**config.mk**
```make
export PLATFORM = sky130hd
export DESIGN_NAME = cassette_chunk_parser
export DESIGN_NICKNAME = d
export VERILOG_FILES = /design/src/hw/rtl/ccp_pkg.sv /design/src/hw/rtl/ccp_step.sv /design/src/hw/rtl/cassette_chunk_parser.sv
export SDC_FILE = /design/constraint.sdc
export NUM_CORES = 1
export LEC_CHECK = 0
export ABC_AREA = 0
export BUFFER_PORTS_ARGS = -buffer_cell sky130_fd_sc_hd__buf_2
export CORE_MARGIN = 8
export CORE_UTILIZATION = 45
export DETAILED_ROUTE_END_ITERATION = 8
export PLACE_DENSITY_LB_ADDON = 0.1
export SKIP_LAST_GASP = 1
export SYNTH_ARGS = -nofsm -noshare
export SYNTH_HDL_FRONTEND = slang
export SYNTH_HIERARCHICAL = 1
export SYNTH_SLANG_ARGS = --single-unit
```
**constraint.sdc**
```tcl
create_clock -name clock -period 5.7 [get_ports clock]
set_input_delay 0.57 -clock clock [delete_from_list [all_inputs] [get_ports clock]]
set_output_delay 0.57 -clock clock [all_outputs]
set_load 0.03 [all_outputs]
```
**src/hw/rtl/ccp_pkg.sv**
```systemverilog
// ----------------------------------------------------------------------------
// ccp_pkg
// Shared types and constants for the cassette chunk parser.
// ----------------------------------------------------------------------------
package ccp_pkg;

   localparam int OFFSET_W = 24;

   // event kinds
   localparam logic [1:0] KIND_GAP  = 2'd0;
   localparam logic [1:0] KIND_BYTE = 2'd1;
   localparam logic [1:0] KIND_BAUD = 2'd2;

   // chunk types
   localparam logic [1:0] TYPE_OTHER = 2'd0;
   localparam logic [1:0] TYPE_FUJI  = 2'd1;
   localparam logic [1:0] TYPE_BAUD  = 2'd2;
   localparam logic [1:0] TYPE_DATA  = 2'd3;

   // tags, first file byte in the low byte
   localparam logic [31:0] TAG_FUJI = 32'h494A5546;
   localparam logic [31:0] TAG_BAUD = 32'h64756162;
   localparam logic [31:0] TAG_DATA = 32'h61746164;

   localparam logic [2:0] HDR_LAST = 3'd7;

   // register word index (paddr[2])
   localparam logic CSR_IMAGE_SIZE = 1'b0;

   typedef struct packed {
      logic [OFFSET_W-1:0] offset;
      logic                in_payload;
      logic [2:0]          hdr_count;
      logic [1:0]          chunk_type;
      logic [15:0]         payload_left;
   } ccp_state_type;

   typedef struct packed {
      logic        valid;
      logic [1:0]  kind;
      logic [15:0] value;
      logic        last;
   } ccp_event_type;

endpackage

```
**src/hw/rtl/ccp_step.sv**
```systemverilog
// ----------------------------------------------------------------------------
// ccp_step
// Next-state and event logic for one image byte.
// ----------------------------------------------------------------------------
module ccp_step (
   input  ccp_pkg::ccp_state_type          state,
   input  logic [6:0][7:0]                 hdr,
   input  logic [7:0]                      image_byte,
   input  logic                            first_byte,
   input  logic [ccp_pkg::OFFSET_W-1:0]    image_size,
   output ccp_pkg::ccp_state_type          state_in,
   output logic                            hdr_we,
   output ccp_pkg::ccp_event_type          event_out
);

   ccp_pkg::ccp_state_type st;
   logic [15:0] size;
   logic [15:0] aux;
   logic [31:0] tag;
   logic [15:0] left_dec;

   always_comb begin
      st = state;
      if (first_byte) begin
         st.offset       = '0;
         st.in_payload   = 1'b0;
         st.hdr_count    = '0;
         st.chunk_type   = ccp_pkg::TYPE_OTHER;
         st.payload_left = '0;
      end

      tag      = {hdr[3], hdr[2], hdr[1], hdr[0]};
      size     = {hdr[5], hdr[4]};
      aux      = {image_byte, hdr[6]};
      left_dec = st.payload_left - 16'd1;

      state_in  = st;
      hdr_we    = 1'b0;
      event_out = '0;

      if (st.offset < image_size) begin
         state_in.offset = st.offset + ccp_pkg::OFFSET_W'(1);
         if (st.in_payload) begin
            state_in.payload_left = left_dec;
            state_in.in_payload   = (left_dec != 16'd0);
            if (st.chunk_type == ccp_pkg::TYPE_DATA) begin
               event_out.valid = 1'b1;
               event_out.kind  = ccp_pkg::KIND_BYTE;
               event_out.value = {8'd0, image_byte};
               event_out.last  = (left_dec == 16'd0);
            end
         end else if (st.hdr_count != ccp_pkg::HDR_LAST) begin
            hdr_we             = 1'b1;
            state_in.hdr_count = st.hdr_count + 3'd1;
         end else begin
            // header complete: byte 7 is the high byte of aux
            state_in.hdr_count    = '0;
            state_in.payload_left = size;
            state_in.in_payload   = (size != 16'd0);
            if (tag == ccp_pkg::TAG_FUJI) begin
               state_in.chunk_type = ccp_pkg::TYPE_FUJI;
            end else if (tag == ccp_pkg::TAG_BAUD) begin
               state_in.chunk_type = ccp_pkg::TYPE_BAUD;
               event_out.valid     = 1'b1;
               event_out.kind      = ccp_pkg::KIND_BAUD;
               event_out.value     = aux;
            end else if (tag == ccp_pkg::TAG_DATA) begin
               state_in.chunk_type = ccp_pkg::TYPE_DATA;
               event_out.valid     = 1'b1;
               event_out.kind      = ccp_pkg::KIND_GAP;
               event_out.value     = aux;
               event_out.last      = (size == 16'd0);
            end else begin
               state_in.chunk_type = ccp_pkg::TYPE_OTHER;
            end
         end
      end
   end

endmodule

```
**src/hw/rtl/cassette_chunk_parser.sv**
```systemverilog
// ----------------------------------------------------------------------------
// cassette_chunk_parser
// Splits a tape image stream into chunks and emits gap, byte and baud events.
// ----------------------------------------------------------------------------
// Path: an accepted request is held in the input register, and its event is then written to the result register.
// Throughput: one request per cycle while req_stall is low; the input register advances whenever
// the result register is empty or being taken.
// Reset: synchronous; clears parser state, image size and both valid flags.
// The header bytes are not cleared; each is written before it is read.
module cassette_chunk_parser (
   input  logic        clock,
   input  logic        reset,

   input  logic        req_valid,
   output logic        req_stall,
   input  logic [7:0]  req_image_byte,
   input  logic        req_first_byte,

   output logic        rsp_valid,
   input  logic        rsp_stall,
   output logic [1:0]  rsp_event_kind,
   output logic [15:0] rsp_event_value,
   output logic        rsp_end_of_block,

   input  logic        psel,
   input  logic        penable,
   input  logic        pwrite,
   input  logic [2:0]  paddr,
   input  logic [31:0] pwdata,
   output logic [31:0] prdata,
   output logic        pready
);

   logic [ccp_pkg::OFFSET_W-1:0] image_size_ff;

   logic       s1_valid_ff;
   logic [7:0] s1_byte_ff;
   logic       s1_first_ff;

   ccp_pkg::ccp_state_type state_ff;
   ccp_pkg::ccp_state_type state_in;
   logic [6:0][7:0]        hdr_ff;
   logic                   hdr_we;
   ccp_pkg::ccp_event_type event_in;

   logic        rsp_valid_ff;
   logic [1:0]  rsp_kind_ff;
   logic [15:0] rsp_value_ff;
   logic        rsp_last_ff;

   logic advance;
   logic req_take;

   // configuration
   assign pready = 1'b1;
   assign prdata = (paddr[2] == ccp_pkg::CSR_IMAGE_SIZE) ? {8'd0, image_size_ff} : 32'd0;

   always_ff @(posedge clock) begin
      if (reset) begin
         image_size_ff <= '0;
      end else if (psel && penable && pwrite && paddr[2] == ccp_pkg::CSR_IMAGE_SIZE) begin
         image_size_ff <= pwdata[ccp_pkg::OFFSET_W-1:0];
      end
   end

   // pipeline control
   assign advance   = s1_valid_ff && (!rsp_valid_ff || !rsp_stall);
   assign req_stall = s1_valid_ff && !advance;
   assign req_take  = req_valid && !req_stall;

   ccp_step u_step (
      .state      (state_ff),
      .hdr        (hdr_ff),
      .image_byte (s1_byte_ff),
      .first_byte (s1_first_ff),
      .image_size (image_size_ff),
      .state_in   (state_in),
      .hdr_we     (hdr_we),
      .event_out  (event_in)
   );

   always_ff @(posedge clock) begin
      if (reset) begin
         s1_valid_ff <= 1'b0;
      end else if (req_take) begin
         s1_valid_ff <= 1'b1;
      end else if (advance) begin
         s1_valid_ff <= 1'b0;
      end
   end

   always_ff @(posedge clock) begin
      if (req_take) begin
         s1_byte_ff  <= req_image_byte;
         s1_first_ff <= req_first_byte;
      end
   end

   always_ff @(posedge clock) begin
      if (reset) begin
         state_ff <= '0;
      end else if (advance) begin
         state_ff <= state_in;
      end
   end

   always_ff @(posedge clock) begin
      if (advance && hdr_we) begin
         hdr_ff[state_in.hdr_count - 3'd1] <= s1_byte_ff;
      end
   end

   // result register
   always_ff @(posedge clock) begin
      if (reset) begin
         rsp_valid_ff <= 1'b0;
      end else if (advance && event_in.valid) begin
         rsp_valid_ff <= 1'b1;
      end else if (!rsp_stall) begin
         rsp_valid_ff <= 1'b0;
      end
   end

   always_ff @(posedge clock) begin
      if (advance && event_in.valid) begin
         rsp_kind_ff  <= event_in.kind;
         rsp_value_ff <= event_in.value;
         rsp_last_ff  <= event_in.last;
      end
   end

   assign rsp_valid        = rsp_valid_ff;
   assign rsp_event_kind   = rsp_kind_ff;
   assign rsp_event_value  = rsp_value_ff;
   assign rsp_end_of_block = rsp_last_ff;

   // checks
   a_hdr_outside_payload: assert property (@(posedge clock) disable iff (reset)
      state_ff.hdr_count != 3'd0 |-> !state_ff.in_payload)
      else $error("header count moved inside a payload");

   a_payload_left: assert property (@(posedge clock) disable iff (reset)
      state_ff.in_payload |-> state_ff.payload_left != 16'd0)
      else $error("payload active with nothing left");

   a_baud_no_end: assert property (@(posedge clock) disable iff (reset)
      rsp_valid_ff && rsp_kind_ff == ccp_pkg::KIND_BAUD |-> !rsp_last_ff)
      else $error("baud request marked end of block");

   a_stall_only_full: assert property (@(posedge clock) disable iff (reset)
      req_stall |-> s1_valid_ff && rsp_valid_ff)
      else $error("input stalled with room downstream");

endmodule

```
* After elaboration in Yosys (flattened, before gate mapping)
Index checks and enable logic that the tools add are counted.
Storage, ports and cells: register bits after elaboration 156, input bits 51
Cells by class: add/sub/neg operators 4, magnitude comparators 3, equality and inequality tests 6, muxes and demuxes 30, bitwise gates (word level) 1, reduce and logical (&&, ||, !) cells 19
Operators by type and width (count):
- 2-to-1 mux 20 bit | 6
- equality test 32 x 31 -> 1 bit, second input constant | 3
- 2-to-1 mux 46 bit | 2
- bitwise mux 56 bit | 1
- logical NOT 16 bit | 2
- nonzero test 16 bit | 2
- adder 24 x 1 -> 24 bit, second input constant | 1
- demux 8 bit (select 3 bit) | 1
- < comparator 24 bit | 1
- 2-to-1 mux 24 bit | 1
- 2-to-1 mux 19 bit | 1
- 2-to-1 mux 18 bit | 1
- 2-to-1 mux 16 bit | 1
- subtractor 16 x 1 -> 16 bit, second input constant | 1
- 2-to-1 mux 1 bit | 10
- logical AND 1 bit | 9
- 2-to-1 mux 8 bit | 1
- 2-to-1 mux 2 bit | 3
- 2-to-1 mux 5 bit | 1
- logical NOT 1 bit | 4
- < comparator 3 x 4 -> 1 bit, second input constant | 1
- adder 3 x 1 -> 3 bit, second input constant | 1
- greater-or-equal comparator 3 x 1 -> 1 bit, second input constant | 1
- 2-to-1 mux 3 bit | 1
- other kinds (7) | 7

* Depth between registers and ports, before layout
depth after elaboration 13, mapped depth 19

* Hierarchy
Netlist, hierarchy kept.
By module, submodules not included:
- cassette_chunk_parser | instances 1, cells each 453, area an instance 5544.1 um^2
- ccp_step | instances 1, cells each 418, area an instance 2592.5 um^2

* Worst setup path after synthesis
OpenSTA, ideal clock, no wires.
path kind reg-to-reg, from reg s1_first_ff, to reg hdr_ff[24] (netlist name), enable pin, arrival time 4.187 ns, data required time 5.317 ns, path slack 1.130 ns, cell stages (with the launch flop) 18, buffers on the path 4, cells stage by stage edfxtp_1 -> buf_4 -> clkbuf_1 -> clkbuf_1 -> nor2b_1 -> ha_1 -> a21o_1 -> nand3_1 -> a21oi_1 -> o32a_1 -> or2_1 -> buf_6 -> nor2_1 -> xor2_1 -> inv_1 -> ha_1 -> nand3b_1 -> nor3_1
Between the ends: word-level cells in the longest chain between the ends 6, elaborated cells between the ends (all ways) 7, those cells by class order compare: 1; eq/ne: 1; mux: 4; reduce/logical: 1
RTL lines:
- start, declared | line cassette_chunk_parser.sv:38 | logic s1_first_ff;
- start signal, assigned | line cassette_chunk_parser.sv:95 | s1_first_ff <= req_first_byte;
- 2-to-1 mux 46 bit (*) | line ccp_step.sv:24 | if (first_byte) begin
- parallel branches: the longest is 3 deep, another holds < comparator 24 bit
- 2-to-1 mux 1 bit (*) | line ccp_step.sv:41 | if (st.offset < image_size) begin
- logical AND 1 bit (*) | line cassette_chunk_parser.sv:108 | if (advance && hdr_we) begin
- end signal, assigned by index | line cassette_chunk_parser.sv:109 | hdr_ff[state_in.hdr_count - 3'd1] <= s1_byte_ff;
- end, declared | line cassette_chunk_parser.sv:42 | logic [6:0][7:0] hdr_ff;
Every way passes the cells marked *. A chain may end at the register's enable or synchronous reset.

* Worst setup path after layout
from reg s1_first_ff, to reg hdr_ff[23] (netlist name), enable pin
Same word-level chain as after synthesis.

==> flow_summary.json <==
{
  "met2_usage": 0.269,
  "grt_max_degree": 73,
  "core_sq_um": 17800,
  "power_frac_seq": 0.479,
  "finalSetupViolCount": 0,
  "power_frac_clock": 0.442,
  "hold_viol": 0,
  "vias_per_cell": 5.30,
  "fin_nets": 1024,
  "cts_tree": "built",
  "cts-root-buf": "clkbuf_16",
  "area_growth_pct": 14.2,
  "cts_sinks": 156,
  "finClkSkew_ps": 12.3,
  "gp_congestion": 0.863,
  "wirelength_microns": 19300,
  "swShare": 0.273,
  "worst_slack_ps": 1010,
  "p_sw_mw": 0.701,
  "max_slew.worst_pin.slew_ps": 922,
  "synth.avg_cell_area_sq_um": 9.34,
  "p_int_mw": 1.87,
  "drtIter0Drc": 421,
  "worst-path-max-fanout": 16,
  "grt_overflow": 0,
  "outcome": "completed",
  "htreeDepth": 4,
  "numCtsBuffers": 17,
  "yosysUniqueCellTypes": 66,
  "netlist_top_cells_area": "edfxtp_1 31%, dfxtp_1 18%, nand2_1 7.7%, ha_1 4.5%, a21oi_1 4.0%",
  "drive_gt1_frac": 0.194,
  "crit_path_end_kind": "flip-flop",
  "worst_ep_required_time_ps": 5770,
  "ios": 105,
  "rsz0062_at_grt": "false",
  "wl_per_cell_microns": 16.3,
  "fp.dieH_microns": 150,
  "drc": 0,
  "holdBufCountCts": 0,
  "rows": 49,
  "synth_area_leader_cell": "edfxtp_1",
  "grt.busiest_layer": "met2",
  "vias": 6291,
  "cts-resized-gates": 0,
  "worst_ep_arrival_time_ps": 4750,
  "grt_pass1_wl_microns": 32200,
  "worst_setup_path_start_kind": "flip-flop",
  "finalCriticalPeriod_ps": 4690,
  "synth_top_area_frac": 0.310,
  "syn_area_sq_um": 8140,
  "max-cap-violations": 0,
  "min_path_type": "in2reg",
  "grt_util_met1": 0.250,
  "crit_family": "simple AND/OR/NAND/NOR gates",
  "post-dp-hpwl_microns": 13300,
  "final_max_slew_viol_count": 0,
  "portBuffers": 85,
  "antenna_found_initial": 0,
  "grt.total_usage": 0.179,
  "crit_type": "reg2reg",
  "final_common_cell": "nand2_1",
  "final_antenna_net_count": 0,
  "slew_headroom": 0.385,
  "clk_path_buf_depth": 2,
  "synth_edf_count": 84,
  "crit_buf_inv": 3,
  "tns_ps": 0,
  "max_stage_delay_ps": 640,
  "synthArstFlopShare": 0,
  "clk_pin_slew_ps": 70,
  "place_ws_ps": 1030,
  "die_width_microns": 150,
  "post-route-util": 0.521,
  "first_global_vias": 6212,
  "start_util": 0.456,
  "grt_util_met3": 0.0376,
  "p_leak_nw": 3.55,
  "p_per_area_nw_per_um2": 277,
  "n_antenna_cell": 0,
  "finalCritPeriodShare": 0.822,
  "cp_cell_sequence": "buf_4, nor2b_1, ha_1, a21o_1, a21oi_1, a21oi_1, o31a_1, or2_1, nor2_1, xor2_1, buf_4, inv_1, ha_1, nand3b_1, nor2_1",
  "power_frac_comb": 0.079,
  "final_cell_mix": "167 x nand2_1, 85 x buf_2, 84 x edfxtp_1",
  "ys_seq_area_frac": 0.487,
  "post-cts-setup-buffers": 0,
  "critPathSlowestCell": "edfxtp_1",
  "ir_drop_v": 0.000234,
  "clk_latency_ps": 430,
  "synth_ff_type": "edfxtp_1",
  "fmax_mhz": 213,
  "fin_hold_ws_ps": 308,
  "die_area_sq_um": 22600,
  "dr.pass1.iters": 5,
  "yosys_warnings": 6,
  "syn_inst": 871,
  "ys_ff_latch": 156
}
-- final timing paths --
path / start / endpoint / depth (start not counted) / slack [ps]
worst max-delay path: s1_first_ff$_DFFE_PP_ / hdr_ff[23]$_DFFE_PP_ / 15 / 1010
worst min-delay path: req_image_byte[4] / s1_byte_ff[4]$_DFFE_PP_ / 1 / 310
worst max register to register: s1_first_ff$_DFFE_PP_ / hdr_ff[23]$_DFFE_PP_ / 15 / 1010
worst min register to register: state_ff[19]$_SDFFE_PP0N_ / state_ff[19]$_SDFFE_PP0N_ / 2 / 450
-- synth_stat cells, types with 18 or more instances --
library cell  count
a21oi_2          21
inv_1            31
xor2_1           21
clkbuf_1         27
nand2_1         167
nor2_1           39
o21ai_0          18
dfxtp_1          72
a21oi_1          65
edfxtp_1         84
nor3_1           32
nand2_2          20
ha_1             29
nor2b_1          51
-- power groups by stage --
stage	Sequential [mW]	Clock (mW)	Combinational, mW
2_1_floorplan	1.24	0	0.153
3_3_place_gp	1.26	0	0.201
3_5_place_dp	1.26	0	0.203
4_1_cts	1.23	1.17	0.204
5_1_grt	1.24	1.22	0.222
6_report	1.23	1.14	0.203
-- per-stage QoR --
step	cells	power [mW]	cell area [sq um]
after global routing	1186	2.68	9290
after detailed placement	1154	1.46	8680
after floorplan	878	1.40	8160
after CTS	1186	2.61	9290
after global placement	1154	1.46	8680
final	1186	2.57	9290
-- layout make-up --
class	count	area (sq um)
clock inverter	14	174
multi-input combinational	633	3740
fill	1687	8550
clock buffer	18	439
timing repair buffer	104	568
tap	229	287
sequential	156	3960
inverter	32	120
-- registers in the layout, summed over array words and instances (netlist names) --
register	flops
hdr_ff	56
state_ff	46
image_size_ff	24
rsp_event_value	16
s1_byte_ff	8
rsp_event_kind	2
rsp_end_of_block	1
rsp_valid	1
s1_first_ff	1
s1_valid_ff	1
-- kinds of logic after synthesis --
kind of cell / count (synthesis) / synth area share
xor+xnor: 30 / 0.0323
buf+inv: 89 / 0.0575
flops: 156 / 0.487
other cells: 2 / 0.000923
mux: 7 / 0.00907
simple gates: 401 / 0.244
compound gates: 157 / 0.124
fa+ha+maj: 29 / 0.0446
-- worst reg2reg max path: stages (launching register included) --
cell and delay (ps):
edfxtp_1 640, buf_4 330, nor2b_1 270, ha_1 300
a21o_1 150, a21oi_1 140, a21oi_1 90, o31a_1 370
or2_1 250, nor2_1 230, xor2_1 170, buf_4 160
inv_1 50, ha_1 310, nand3b_1 210, nor2_1 640
-- layer usage --
layer / up-vias / wire length, microns / share of wire
li1: 3186 / - / -
met1: 2929 / 9600 / 0.50
met2: 153 / 8520 / 0.44
met3: 23 / 864 / 0.045
met4: 0 / 308 / 0.016
met5: - / 0 / 0
(Power assumes the default switching activity.)
